===== src/rtl/core/ile_pkg.sv =====
// Shared types and constants for the indexed list engine.
package ile_pkg;

  localparam int CAPACITY_DEF  = 64;
  localparam int ITEM_BITS_DEF = 32;
  localparam int CAPACITY_MAX  = 1024;

  // Width of index and step values handed along the cell row.
  localparam int SEL_W   = $clog2(CAPACITY_MAX + 1);

  localparam int OP_W    = 3;
  localparam int POS_W   = 6;
  localparam int WORD_W  = 32;
  localparam int COUNT_W = 7;

  typedef enum logic [OP_W-1:0] {
    OP_APPEND  = 3'd0,
    OP_INSERT  = 3'd1,
    OP_POP     = 3'd2,
    OP_GET     = 3'd3,
    OP_SET     = 3'd4,
    OP_REVERSE = 3'd5
  } op_t;

  // What every cell does with its entry.
  typedef enum logic [2:0] {
    ENT_HOLD,
    ENT_WRITE,
    ENT_INSERT,
    ENT_POP,
    ENT_REV
  } ent_cmd_t;

  // What every cell does with its read tap.
  typedef enum logic [1:0] {
    TAP_HOLD,
    TAP_LOAD,
    TAP_SHIFT
  } tap_cmd_t;

  typedef struct packed {
    ent_cmd_t         ent_cmd;
    tap_cmd_t         tap_cmd;
    logic [SEL_W-1:0] sel;
  } ctrl_t;

endpackage


===== src/rtl/core/ile_cell.sv =====
// One list cell: a stored entry plus a read tap that shifts toward cell zero.
module ile_cell #(
  parameter int INDEX     = 0,
  parameter int ITEM_BITS = ile_pkg::ITEM_BITS_DEF
) (
  input  logic                 clk,
  input  logic                 rst,
  input  ile_pkg::ctrl_t       ctrl,
  input  logic [ITEM_BITS-1:0] item_in,
  input  logic [ITEM_BITS-1:0] left_val,
  input  logic [ITEM_BITS-1:0] right_val,
  input  logic [ITEM_BITS-1:0] head_val,
  input  logic [ITEM_BITS-1:0] right_tap,
  output logic [ITEM_BITS-1:0] val,
  output logic [ITEM_BITS-1:0] tap
);
  import ile_pkg::*;

  localparam logic [SEL_W-1:0] MY_IDX = SEL_W'(INDEX);

  logic [ITEM_BITS-1:0] val_next;
  logic [ITEM_BITS-1:0] tap_next;

  always_comb begin
    val_next = val;
    unique case (ctrl.ent_cmd)
      ENT_HOLD: ;
      ENT_WRITE: begin
        if (MY_IDX == ctrl.sel) val_next = item_in;
      end
      ENT_INSERT: begin
        if (MY_IDX == ctrl.sel) val_next = item_in;
        else if (MY_IDX > ctrl.sel) val_next = left_val;
      end
      ENT_POP: begin
        if (MY_IDX >= ctrl.sel) val_next = right_val;
      end
      ENT_REV: begin
        // The head entry moves to the boundary; everything below it slides down.
        if (MY_IDX < ctrl.sel) val_next = right_val;
        else if (MY_IDX == ctrl.sel) val_next = head_val;
      end
      default: ;
    endcase
  end

  always_comb begin
    tap_next = tap;
    unique case (ctrl.tap_cmd)
      TAP_HOLD:  ;
      TAP_LOAD:  tap_next = val;
      TAP_SHIFT: tap_next = right_tap;
      default:   ;
    endcase
  end

  always_ff @(posedge clk) begin
    if (rst) begin
      val <= '0;
    end else begin
      val <= val_next;
    end
  end

  always_ff @(posedge clk) begin
    tap <= tap_next;
  end

endmodule


===== config.mk =====
export PLATFORM = sky130hd
export DESIGN_NAME = ile_cell
export DESIGN_NICKNAME = d
export VERILOG_FILES = /design/src/rtl/core/ile_pkg.sv /design/src/rtl/core/ile_cell.sv
export SDC_FILE = /design/constraint.sdc
export NUM_CORES = 1
export LEC_CHECK = 0
export BUFFER_PORTS_ARGS = -buffer_cell sky130_fd_sc_hd__buf_2
export CORE_UTILIZATION = 40
export DETAILED_ROUTE_END_ITERATION = 12
export GPL_TIMING_DRIVEN = 0
export PLACE_DENSITY_LB_ADDON = 0.15
export SYNTH_ARGS = -nofsm -noshare
export SYNTH_HDL_FRONTEND = slang
export SYNTH_SLANG_ARGS = --single-unit

===== constraint.sdc =====
create_clock -name clk -period 3 [get_ports clk]
set_input_delay 0.3 -clock clk [delete_from_list [all_inputs] [get_ports clk]]
set_output_delay 0.3 -clock clk [all_outputs]
set_load 0.03 [all_outputs]

## Yosys cells after proc, flatten, opt, wreduce, memory -nomap -nowiden

Index checks and enable logic that the tools add are counted.

| operators by class | value |
|---|---|
| muxes and demuxes | 8 |
| reductions and logical operators | 4 |
| magnitude comparators | 3 |
| eq/ne operators | 10 |

Operators by type and width:

| operator | number |
|---|---|
| two-way mux 32 bit | 6 |
| one-hot mux 32 bit (4 select lines) | 1 |
| one-hot mux 32 bit (2 select lines) | 1 |
| >= comparator 1 x 11 -> 1 bit (first input constant) | 1 |
| > comparator 1 x 11 -> 1 bit (first input constant) | 1 |
| logical NOT 11 bit | 1 |
| < comparator 1 x 11 -> 1 bit (first input constant) | 1 |
| equality test 3 x 2 -> 1 bit (second input constant) | 2 |
| != test 3 bit (second input constant) | 2 |
| AND reduction 5 bit | 1 |
| != test 2 bit (second input constant) | 2 |
| nonzero test 4 bit | 1 |
| equality test 3 x 1 -> 1 bit (second input constant) | 1 |
| equality test 3 bit (second input constant) | 1 |
| equality test 2 x 1 -> 1 bit (second input constant) | 1 |
| equality test 2 bit (second input constant) | 1 |
| nonzero test 2 bit | 1 |

| storage, ports and cells | value |
|---|---|
| logic and storage cells | 27 |
| bits in registers | 64 |
| input port bits | 178 |

## Logic depth before layout (Yosys ltp)

| depth | value |
|---|---|
| word-level depth | 4 |
| gate-level depth with buffers | 6 |
| mapped depth without buffers | 4 |

## Worst setup path before layout

Ideal clock, no wire load.

| path | value |
|---|---|
| path type | input -> register |
| start | input ctrl[8] in the netlist's numbering |
| end | register val[4] |
| required time | 2.911 ns |
| cell stages on the path | 5 |
| arrival | 1.984 ns |
| slack | 0.927 ns |
| cell sequence | or4_4 > nor3_2 > buf_2 > mux2_2 > a311oi_2 |

| on the way | value |
|---|---|
| cells in the longest elaborated chain, start to end | 3 |
| elaborated cells on any way between the ends | 12 |
| those cells by class | 3 x order compare; 4 x eq/ne; 3 x mux; 2 x reduce/logical |

RTL lines:

| element | line | text |
|---|---|---|
| from (decl) | ile_cell.sv:8 | `input ile_pkg::ctrl_t ctrl,` |
| < comparator 1 x 11 -> 1 bit, or another cell as far along | ile_cell.sv:40 | `if (MY_IDX < ctrl.sel) val_next = right_val;` |
| != test 3 bit (no source line), or another cell as far along | -- |  |
| AND reduction 5 bit (no source line) / one-hot mux 32 bit (4 select lines) (equally long branches) | -- |  |
| to (signal assigned) | ile_cell.sv:61 | `val <= val_next;` |
| to (decl) | ile_cell.sv:14 | `output logic [ITEM_BITS-1:0] val,` |

Parallel ways exist; a longest one is shown, timed or not.
A chain may end at the register's enable or synchronous reset.

## Worst setup path in the final report

| path | value |
|---|---|
| start | input ctrl[8] in the netlist's numbering |
| end | register val[29] |

The elaborated chain is that of the path after synthesis.

==> flow_summary_export.csv <==
group,metric,value,unit
outcome,outcome,"finished, final reports clean",
run,max_cap_viol_count,0,
route,drt_wl_total,12220,um
die,rows,36,
worst_setup_path,ff2ff_path_depth,1,
route,drc_errors,0,
global_route,antenna_found_initial,0,
timing,setup_viol,0,
worst_setup_path,cp_max_fo,10,
timing,worst_pin_slew,1274,ps
yosys,synth_edf_count,32,
place,place_hpwl,9547,um
die,die-area,0.01080,mm2
yosys,yosysTopAreaCellShare,0.2313,
timing,period_needed,2094,ps
pwr,p_sw_frac,0.2985,
pwr,internal_power,1801,uW
cells_and_area,final_core_util,0.5669,
clock_network,clkLatencyLatePin,330,ps
yosys,ys_ff_latch,64,
timing,finalCritPeriodShare,0.6980,
yosys,yosysWarnings,0,
pwr,p_leak,0.002371,uW
timing,slew_headroom,0.1499,
pwr,irDropWorstVdd,0.0002869,V
pwr,pwr-share-seq,0.400,
clock_network,clk_pin_slew,80,ps
place,gp_congestion,0.8637,
place,portBuffers,209,
route,routed_via_density,5.247,
hold_path,hold_path_depth,2,
route,drt_iter0_markers,141,
hold_path,hold_start,"rst",
timing,fin_hold_ws,214.6,ps
global_route,grt_max_degree,33,
timing,rsz0062_at_grt,"no",
yosys,yosys_most_used_dff,"edfxtp_1",
clock_network,postCtsSetupBuffers,0,
global_route,groute.usage.overall,0.2243,
timing,setup_ws,905.9,ps
timing,fin_setup_tns,0,ps
worst_setup_path,r2r_slack,2130,ps
worst_setup_path,crit_type,"in -> reg",
clock_network,cts_resized,0,
pwr,power_frac_comb,0.232,
yosys,synth_area_leader_cell,"edfxtp_1",
place,preCtsSetupSlack,515.5,ps
route,dr_total_vias,3851,
clock_network,cts_tree,"built",
yosys,synth_area_per_cell,11.05,um2
die,start_util,0.4192,
worst_setup_path,rr_endpoint,"tap[20]$_DFFE_PP_",
route,wl_per_cell,16.65,um
timing,drv_slew,0,
pwr,power.density,456.9,mW/mm2
global_route,grt_pass1_vias,3884,
cells_and_area,syn2layout_area_growth,35.24,%
timing,fmax,0.4775,GHz
yosys,ys_top_cells_by_area,"edfxtp_1 23%, mux2_2 16%, dfxtp_1 15%",
timing,finalHoldViolCount,0,
worst_setup_path,end_kind,"flip-flop",
worst_setup_path,r2r-start,"val[20]$_SDFFE_PP0P_",
die,die_h,103.9,um
yosys,yosys-top-cells-count,"65 x nand2_1, 60 x mux2_2",
timing,fin_skew,5.644,ps
clock_network,cts.sink_count,64,
global_route,grt_pass1_wl,19260,um
pwr,finalPower,2567,uW
cells_and_area,insertedDiodeCount,0,
route,drtPass1Iterations,4,
clock_network,cts_made_buffers,9,
hold_path,hp-class,"in -> reg",
cells_and_area,final_nets,775,
clock_network,clk_path_buf_depth,2,
yosys,synth-async-reset-ratio,0,
yosys,synth_cell_types,28,
yosys,syn_area,0.004154,mm2
clock_network,hold_buffers,0,
clock_network,cts.htree.levels,3,
yosys,synthMostInstantiatedCell,"nand2_1",
worst_setup_path,critPathRequiredTime,3240,ps
pwr,clkPwrFrac,0.368,
route,ant_nets,0,
die,die_x,103.9,um
cells_and_area,layout-drive-gt1-share,0.5990,
global_route,grt-ovfl-total,0,
hold_path,whs_endpoint,"val[15]$_SDFFE_PP0P_",
worst_setup_path,start_kind,"input port",
pwr,power_switching,766.4,uW
clock_network,cts-root-buf,"clkbuf_8",
die,core,0.009910,mm2
yosys,syn_nets,555,
worst_setup_path,crit_arrival,2340,ps
yosys,yosysSeqAreaShare,0.3855,
die,io_pins,242,
yosys,syn_inst,376,
[how the worst max path moves through the flow]
stage            start              endpoint  slack [ps]  depth (start not counted)
6_report       ctrl[8]  val[29]$_SDFFE_PP0P_         910                          6
5_1_grt        ctrl[8]  val[26]$_SDFFE_PP0P_         770                          6
4_1_cts        ctrl[8]  val[27]$_SDFFE_PP0P_         870                          6
3_5_place_dp   ctrl[8]  val[27]$_SDFFE_PP0P_         520                          6
3_3_place_gp   ctrl[8]  val[31]$_SDFFE_PP0P_         550                          6
2_1_floorplan  ctrl[8]   val[4]$_SDFFE_PP0P_         930                          5
[layout by cell type (no fill, tap or decap), drive strengths merged]
cell | Yosys | routed
and3 | 32 | 32
clkbuf | 19 | 28
mux2 | 64 | 64
nor2 | 1 | 1
or3 | 1 | 1
or4 | 2 | 2
buf | 20 | 229
bufinv | 0 | 3
a221oi | 32 | 32
nand2b | 1 | 1
or2 | 1 | 1
inv | 2 | 4
clkinv | 0 | 2
nand2 | 65 | 65
ha | 1 | 1
nor3 | 33 | 33
a311oi | 32 | 32
o21bai | 1 | 1
dfxtp | 32 | 32
nor4 | 2 | 2
nor3b | 1 | 1
or3b | 2 | 2
edfxtp | 32 | 32
[sequential cells by signal, summed over array words and instances, names as in the netlist]
| signal | flops |
|---|---|
| tap | 32 |
| val | 32 |
[routing by layer]
layer,track usage,share of wire
met1,0.2771,0.43
met2,0.3895,0.49
met3,0.05201,0.071
met4,0.06224,0.017
met5,0,0
[metrics by stage]
step	instances	cell area (um2)
6_report	734	5618
3_3_place_gp	718	5366
4_1_cts	734	5618
3_5_place_dp	718	5366
5_1_grt	734	5618
2_1_floorplan	376	4154
[logic make-up after synthesis]
kind of cell,Yosys count,share of synthesized area
buf+inv,41,0.04970
mux,64,0.1735
compound gates,65,0.2120
simple gates,141,0.1762
fa+ha+maj,1,0.003012
flops,64,0.3855
[power by group through the flow]
stage               Combinational, uW  Sequential [uW]  Clock, uW
floorplan                         233             1180          0
global placement                  589             1050          0
detailed placement                596             1050          0
CTS                               597             1030        961
global route                      640             1040        991
finish                            595             1030        945
[final cells by class]
type | instances | area, um2
inverter | 2 | 7.507
buffer | 39 | 198.9
fill | 924 | 4292
tap | 133 | 166.4
sequential | 64 | 1602
clock inverter | 7 | 127.6
multi-input combinational | 271 | 2346
timing repair buffer | 209 | 1046
clock buffer | 9 | 123.9
[critical path, stage by stage]
cell and delay (ps):
buf_2 90, or4_4 570, nor3_2 400, buf_2 350, mux2_2 380, a311oi_2 230
Power figures use the tool's default switching activity.
