$ cat config.mk
export PLATFORM = sky130hd
export DESIGN_NAME = ile_seq
export DESIGN_NICKNAME = d
export VERILOG_FILES = /design/src/rtl/core/ile_pkg.sv /design/src/rtl/core/ile_seq.sv
export SDC_FILE = /design/constraint.sdc
export NUM_CORES = 1
export LEC_CHECK = 0
export ABC_AREA = 1
export BUFFER_PORTS_ARGS = -buffer_cell sky130_fd_sc_hd__buf_4
export CAP_MARGIN = 20
export CORE_MARGIN = 4
export CORE_UTILIZATION = 50
export DETAILED_ROUTE_END_ITERATION = 8
export HOLD_SLACK_MARGIN = 0.03
export PLACE_DENSITY = 0.78
export SETUP_SLACK_MARGIN = 0.05
export SYNTH_ARGS = -nofsm -noshare
export SYNTH_HDL_FRONTEND = slang
export SYNTH_SLANG_ARGS = --single-unit
export TNS_END_PERCENT = 50
$ cat constraint.sdc
create_clock -name clk -period 8.65 [get_ports clk]
set_input_delay 0.865 -clock clk [delete_from_list [all_inputs] [get_ports clk]]
set_output_delay 0.865 -clock clk [all_outputs]
set_load 0.01 [all_outputs]
$ cat src/rtl/core/ile_pkg.sv
// Shared types and constants for the indexed list engine.
package ile_pkg;

  localparam int CAPACITY_DEF  = 64;
  localparam int ITEM_BITS_DEF = 32;
  localparam int CAPACITY_MAX  = 1024;

  // Width of index and step values handed along the cell row.
  localparam int SEL_W   = $clog2(CAPACITY_MAX + 1);

  localparam int OP_W    = 3;
  localparam int POS_W   = 6;
  localparam int WORD_W  = 32;
  localparam int COUNT_W = 7;

  typedef enum logic [OP_W-1:0] {
    OP_APPEND  = 3'd0,
    OP_INSERT  = 3'd1,
    OP_POP     = 3'd2,
    OP_GET     = 3'd3,
    OP_SET     = 3'd4,
    OP_REVERSE = 3'd5
  } op_t;

  // What every cell does with its entry.
  typedef enum logic [2:0] {
    ENT_HOLD,
    ENT_WRITE,
    ENT_INSERT,
    ENT_POP,
    ENT_REV
  } ent_cmd_t;

  // What every cell does with its read tap.
  typedef enum logic [1:0] {
    TAP_HOLD,
    TAP_LOAD,
    TAP_SHIFT
  } tap_cmd_t;

  typedef struct packed {
    ent_cmd_t         ent_cmd;
    tap_cmd_t         tap_cmd;
    logic [SEL_W-1:0] sel;
  } ctrl_t;

endpackage

$ cat src/rtl/core/ile_seq.sv
// Sequencer that checks each request and steps the cell row through it.
module ile_seq #(
  parameter int CAPACITY  = ile_pkg::CAPACITY_DEF,
  parameter int ITEM_BITS = ile_pkg::ITEM_BITS_DEF,
  parameter int CNT_W     = $clog2(CAPACITY + 1)
) (
  input  logic                      clk,
  input  logic                      rst,
  input  logic                      start,
  output logic                      busy,
  input  logic [ile_pkg::OP_W-1:0]  opcode,
  input  logic [ile_pkg::POS_W-1:0] position,
  input  logic [ITEM_BITS-1:0]      item_in,
  input  logic [ITEM_BITS-1:0]      head_val,
  input  logic [ITEM_BITS-1:0]      head_tap,
  output ile_pkg::ctrl_t            ctrl,
  output logic [ITEM_BITS-1:0]      item_q,
  output logic                      done,
  output logic [ITEM_BITS-1:0]      res_read,
  output logic [CNT_W-1:0]          res_count,
  output logic [ITEM_BITS-1:0]      res_first,
  output logic [ITEM_BITS-1:0]      res_last,
  output logic                      res_empty,
  output logic                      res_full,
  output logic                      res_bad
);
  import ile_pkg::*;

  typedef enum logic [2:0] {
    S_IDLE,
    S_SEEK,
    S_EDIT,
    S_LOAD,
    S_LAST
  } state_t;

  state_t           state;
  op_t              op_q;
  logic [SEL_W-1:0] pos_q;
  logic [CNT_W-1:0] count;
  logic [SEL_W-1:0] cnt;
  logic [SEL_W-1:0] lim;
  logic             bad_q;
  logic             rd_en_q;
  logic [ITEM_BITS-1:0] rd_q;

  logic [SEL_W-1:0] pos_w;
  logic [SEL_W-1:0] cnt_w;
  logic             full;
  logic             req_bad;
  logic             req_read;
  op_t              req_op;

  assign pos_w  = SEL_W'(position);
  assign cnt_w  = SEL_W'(count);
  assign full   = (count == CNT_W'(CAPACITY));
  assign req_op = op_t'(opcode);
  assign busy   = (state != S_IDLE);

  always_comb begin
    req_bad  = 1'b0;
    req_read = 1'b0;
    unique case (req_op)
      OP_APPEND:  req_bad = full;
      OP_INSERT:  req_bad = full || (pos_w > cnt_w);
      OP_POP, OP_GET, OP_SET: begin
        req_bad  = (pos_w >= cnt_w);
        req_read = 1'b1;
      end
      OP_REVERSE: req_bad = 1'b0;
      default:    req_bad = 1'b1;
    endcase
  end

  always_comb begin
    ctrl.ent_cmd = ENT_HOLD;
    ctrl.tap_cmd = TAP_HOLD;
    ctrl.sel     = '0;
    unique case (state)
      S_IDLE: begin
        if (start) ctrl.tap_cmd = TAP_LOAD;
      end
      S_SEEK: begin
        if (cnt != '0) ctrl.tap_cmd = TAP_SHIFT;
      end
      S_EDIT: begin
        if (!bad_q) begin
          unique case (op_q)
            OP_APPEND: begin
              ctrl.ent_cmd = ENT_WRITE;
              ctrl.sel     = cnt_w;
            end
            OP_INSERT: begin
              ctrl.ent_cmd = ENT_INSERT;
              ctrl.sel     = pos_q;
            end
            OP_POP: begin
              ctrl.ent_cmd = ENT_POP;
              ctrl.sel     = pos_q;
            end
            OP_SET: begin
              ctrl.ent_cmd = ENT_WRITE;
              ctrl.sel     = pos_q;
            end
            OP_REVERSE: begin
              if (lim != '0) begin
                ctrl.ent_cmd = ENT_REV;
                ctrl.sel     = lim;
              end
            end
            default: ;
          endcase
        end
      end
      S_LOAD: ctrl.tap_cmd = TAP_LOAD;
      S_LAST: begin
        if (cnt != '0) ctrl.tap_cmd = TAP_SHIFT;
      end
      default: ;
    endcase
  end

  always_ff @(posedge clk) begin
    if (rst) begin
      state <= S_IDLE;
      count <= '0;
      done  <= 1'b0;
    end else begin
      done <= 1'b0;
      unique case (state)
        S_IDLE: begin
          if (start) begin
            op_q    <= req_op;
            pos_q   <= pos_w;
            item_q  <= item_in;
            bad_q   <= req_bad;
            rd_en_q <= req_read && !req_bad;
            cnt     <= (req_read && !req_bad) ? pos_w : '0;
            state   <= S_SEEK;
          end
        end
        S_SEEK: begin
          if (cnt == '0) begin
            rd_q  <= rd_en_q ? head_tap : '0;
            lim   <= (count > CNT_W'(1)) ? cnt_w - SEL_W'(1) : '0;
            state <= S_EDIT;
          end else begin
            cnt <= cnt - SEL_W'(1);
          end
        end
        S_EDIT: begin
          if (op_q == OP_REVERSE) begin
            if (lim > SEL_W'(1)) begin
              lim <= lim - SEL_W'(1);
            end else begin
              state <= S_LOAD;
            end
          end else begin
            if (!bad_q) begin
              if (op_q == OP_APPEND || op_q == OP_INSERT) count <= count + CNT_W'(1);
              else if (op_q == OP_POP) count <= count - CNT_W'(1);
            end
            state <= S_LOAD;
          end
        end
        S_LOAD: begin
          cnt   <= (count == '0) ? '0 : cnt_w - SEL_W'(1);
          state <= S_LAST;
        end
        S_LAST: begin
          if (cnt == '0) begin
            res_read  <= rd_q;
            res_count <= count;
            res_first <= head_val;
            res_last  <= head_tap;
            res_empty <= (count == '0);
            res_full  <= full;
            res_bad   <= bad_q;
            done      <= 1'b1;
            state     <= S_IDLE;
          end else begin
            cnt <= cnt - SEL_W'(1);
          end
        end
        default: state <= S_IDLE;
      endcase
    end
  end

  a_accept_starts: assert property (@(posedge clk) disable iff (rst)
    (state == S_IDLE && start) |=> (state == S_SEEK))
    else $error("accepted item did not start the read phase");

  a_count_bound: assert property (@(posedge clk) disable iff (rst)
    (state == S_EDIT && !bad_q) |=> (count <= CNT_W'(CAPACITY)))
    else $error("live count exceeds capacity");

  a_refused_keeps_count: assert property (@(posedge clk) disable iff (rst)
    (state == S_EDIT && bad_q) |=> $stable(count))
    else $error("refused request changed the live count");

  a_single_strobe: assert property (@(posedge clk) disable iff (rst)
    done |=> !done)
    else $error("one item produced two results");

  a_empty_flag: assert property (@(posedge clk) disable iff (rst)
    done |-> (res_empty == (res_count == '0)))
    else $error("empty flag disagrees with reported count");

endmodule

Yosys cells after proc, flatten, opt, wreduce, memory -nomap -nowiden
Index checks and enable logic that the tools add are counted.

Bitwise gates (word level): 4. Add/sub/neg operators: 5. Div/mod/pow operators: 0. Multiply operators: 0. Reduce and logical (&&, ||, !) cells: 27. Order comparisons: 4. Shifts and indexed selects: 0. Equality and inequality tests: 21. Mux-type cells: 32.

Operators with widths (number): $mux 11 (10); $pmux 11 s3 (2); $mux 3 (8); $pmux 11 s2 (1); $reduce_bool 11->1 (2); $sub 11x1->11 const B (2); $eq 3x2->1 const B (5); $eq 3x3->1 const B (5); $pmux 3 s5 (1); $mux 7 (2); $ne 2x2->1 const B (6); $pmux 3 s4 (1); $reduce_and 4->1 (3); $gt 11x1->1 const B (1); $logic_not 11->1 (1); $eq 3x1->1 const B (3); $logic_not 3->1 (3); $reduce_and 3->1 (3); $sub 7x1->8 const B (1); $add 7x1->7 const B (1); $eq 7x7->1 const B (1); $ge 6x7->1 (1); $gt 6x7->1 (1); $gt 7x1->1 const B (1); other kinds (17) (28).

Bits in writable memories: 0. Bits in read-only memories: 0. Memories kept: 0. Output and inout bits: 156. Bits in registers: 214. Latch bits: 0.

Depth between registers and ports, before layout
Word-level depth: 8. Gate-level depth with buffers: 11. Gate-level depth less buffers: 11.

Worst setup path before layout
Ideal clock, no wire load.

Path kind: reg2reg. Start: reg cnt[0]. End: reg res_bad, enable pin. Cell stages (with the launch flop): 9. Setup time: 0.572 ns. Setup slack: 2.473 ns. Path buffers: 0. Arrival: 5.605 ns. Data required time: 8.078 ns. Cell sequence: edfxtp_1 inv_1 ha_1 inv_1 nor2_2 nand4_1 nor2_1 nand2_1 nor2_1.

Cells in the longest elaborated chain, start to end: 2.

RTL lines: start, declared (RTL line ile_seq.sv:41) `logic [SEL_W-1:0] cnt;`; start signal, assigned (RTL line ile_seq.sv:138) `cnt <= (req_read && !req_bad) ? pos_w : '0;`; start signal, assigned (RTL line ile_seq.sv:148) `cnt <= cnt - SEL_W'(1);`; start signal, assigned (RTL line ile_seq.sv:167) `cnt <= (count == '0) ? '0 : cnt_w - SEL_W'(1);`; $logic_not 11->1 (RTL line ile_seq.sv:171) `if (cnt == '0) begin`; $reduce_and 3->1 (no line); end signal, assigned (RTL line ile_seq.sv:178) `res_bad <= bad_q;`; end, declared (RTL line ile_seq.sv:25) `output logic res_bad`.

No other way between the ends. A chain may end at the register's enable or synchronous reset.

==> flow_summary.yaml <==
finish:
  filler_cell_count: 1201
  final_cell_mix: "267 x buf_4, 203 x edfxtp_1, 116 x nand2_1"
  register_cell_area_after_layout_um2: 6316
  num_antenna_cells: 0
  fin_nets: 1054
  area.growth.synth_to_final_pct: 36.08
  layout_cells_sized_above_1_pct: 33.90
  multiInputGateArea_um2: 1750
  layout_commonest_cell: "buf_4"
logic_synthesis:
  netlist-cell-type-count: 38
  synth.yosys.seq_area_share_pct: 74.77
  postSynthCellCount: 641
  synth-seq-cells: 214
  synth.avg_cell_area_um2: 13.18
  async_reset_ff_share_pct: 0
  synth-warning-count: 0
  dominantRegCellSynth: "edfxtp_1"
  mappedNetlistNets: 766
  syn-cell-area_um2: 8447
  synth_enable_flop_cells: 203
sta:
  worst-slew-pin-transition_ns: 0.8968
  finalCriticalPeriod_ns: 3.303
  timing.fmax_mhz: 302.7
  finalSetupViolations: 0
  setup_tns_ns: 0
  timing.slew.headroom_pct: 40.07
  fin_skew_ns: 0.009529
  slew_viol_final: 0
  fin_crit_sh_pct: 38.19
  grt_setup_unrepaired: "false"
  hold-worst-slack_ns: 0.4142
  finalHoldViolations: 0
flow_run:
  max_cap_viol_count: 0
die:
  initial_core_util_pct: 50.94
  floorplan.die_area_um2: 19040
  rows: 47
  floorplan.die.height_um: 138.0
  die_width_um: 138.0
  floorplan.core_area_um2: 16580
  design.portCount: 264
clocking:
  cts_buffers: 22
  postCtsSetupBuffers: 0
  clock_tree.root_cell: "clkbuf_16"
  tritoncts_clock_tree: "built"
  cts_hold_buffers: 0
  cts.clk_slew.worst_paths_ns: 0.07
  ctsHtreeMaxLevel: 1
  insertion_delay_ns: 0.50
  clk_path_buf_depth: 3
  post_cts_resize_count: 0
  cts.sink_count: 214
status:
  status: "complete, no violations"
global_route:
  first_global_vias: 5593
  number_of_antenna_violations_at_the_first_check_in_global_routing: 0
  grt_util_all_layers_pct: 20.99
  largest_net_degree_at_the_start_of_global_routing: 50
  grt_remaining_overflow: 0
  grt_first_pass_wirelength_um: 30590
routing:
  detailedRoute.firstPassIterationCount: 7
  route.vias.total: 5793
  ant_nets_after_route: 0
  drt_first_iter_violations: 460
  drc_errors: 0
  wl_per_cell_um: 17.51
  via_per_inst: 4.977
  route.final.wire_length_um: 20380
critical_path:
  worstSetupEndpointType: "output pin"
  critical_path_arrival_ns: 2.44
  logic_depth_of_the_worst_register_to_register_path: 10
  ff2ff_setup_slack_ns: 5.35
  critPathLaunchType: "flip-flop"
  r2r_end: "res_count[4]"
  crit_path_max_fanout: 5
  worst-setup-path-type: "reg -> out"
  worst-endpoint-required_ns: 7.79
  critical_path.reg2reg.startpoint: "cnt[0]"
pwr:
  power_total_mw: 2.734
  power_switching_mw: 0.7261
  pwr-share-clk_pct: 35.1
  comb_power_share_pct: 18.0
  netSwitchingFraction_pct: 26.56
  power_density_nw_per_um2: 237.8
  pwr-share-seq_pct: 47.0
  internal_power_mw: 2.008
  max-vdd-ir-drop_uv: 197.5
  p_leak_nw: 4.935
place:
  count_of_port_buffers_added_during_placement: 263
  post_dp_hpwl_um: 15060
  place_congestion: 0.9159
worst_hold_path:
  min_from: "rd_q[6]"
  worst_hold_path_type: "reg -> reg"
  timing.hold.worst_endpoint: "res_read[6]"
  min_path_cells: 0
## kinds of logic (layout without fill, tap and decap cells)
kind of cell | after synthesis | after routing | synth area share [%]
adders and majority gates | 17 | 17 | 2.607
xor gates and xnor gates | 10 | 10 | 1.037
DFF | 214 | 214 | 74.77
buffers and inverters | 105 | 408 | 4.770
and+or+nand+nor | 213 | 213 | 11.14
AOI/OAI and AO/OA | 82 | 82 | 5.673
## per-stage QoR
stage	cell area, um^2	instances	utilization, %	setup slack (ns)
final	11490	1164	69.31	5.347
after global placement	10730	1124	64.71	5.399
after global routing	11490	1164	69.31	5.112
after floorplan	8447	641	-	2.473
after detailed placement	10730	1124	64.71	5.319
after CTS	11470	1163	69.15	5.315
## worst max-delay path by stage
stage | startpoint | end | slack (ns) | cells after the start
3_3_place_gp | rst | res_full | 5.40 | 6
4_1_cts | cnt[0] | res_bad | 5.31 | 10
2_1_floorplan | cnt[0] | res_bad | 2.47 | 8
6_report | lim[0] | ctrl[0] | 5.35 | 12
3_5_place_dp | cnt[0] | res_full | 5.32 | 10
5_1_grt | cnt[0] | res_count[4] | 5.11 | 10
## critical path, stage by stage, from the launching register on
cell	delay, ns
edfxtp_1	0.45
inv_1	0.11
ha_1	0.17
inv_1	0.04
nor2_1	0.10
nand2_1	0.12
nor2_1	0.20
inv_1	0.09
nor2_1	0.14
nor2_1	0.11
nand2_1	0.11
a31oi_1	0.11
buf_4	0.19
## power groups by stage
stage	Sequential (mW)	Clock, mW	Combinational (mW)
6_report	1.28	0.959	0.491
5_1_grt	1.29	1.03	0.550
4_1_cts	1.29	0.976	0.484
3_5_place_dp	1.31	0	0.482
3_3_place_gp	1.31	0	0.470
2_1_floorplan	1.30	0	0.295
## flip-flops by register name, summed over array words and instances, names as in the netlist, 7 cells and up
signal     cells
cnt           11
count          7
res_read      32
res_last      32
lim           11
rd_q          32
res_first     32
res_count      7
item_q        32
## routing by layer
metal  wire length, um  track usage, %
met5                 0               0
met1              8114           27.19
met2             10180           36.77
met3              1745           4.282
met4               342           4.665
## cell type report
type | count | share of cell area [%]
Timing Repair Buffer | 268 | 17.68
Tap cell | 220 | 2.395
Sequential cell | 214 | 54.95
Clock buffer | 25 | 4.887
Multi-Input combinational cell | 322 | 15.23
Clock inverter | 14 | 1.524
Inverter | 101 | 3.342
## cells in the mapped netlist (2+ instances only)
master      n  area, um^2
a21oi_2     2       17.52
a21oi_1    24       120.1
o21ai_0    25       125.1
nand4_1     5       31.28
nor2_2      6       37.54
nand3b_1    2       15.01
o31ai_1     2       15.01
o221ai_1    2       17.52
clkbuf_1    3       11.26
nor2_4      3       33.78
inv_4       2       12.51
o22ai_1     8       50.05
a31oi_1     6       37.54
ha_1       16       200.2
o211ai_1    3       22.52
inv_1      98       367.9
nand2_2     2       12.51
xor2_1      7       61.31
nor3_1     11       55.05
nand3_1    21       105.1
nor2_1     42       157.7
xnor2_1     3       26.28
o21bai_1    6       45.04
edfxtp_1  203        6096
nand2_1   116       435.4
dfxtp_1    11       220.2
(Power assumes the default switching activity.)
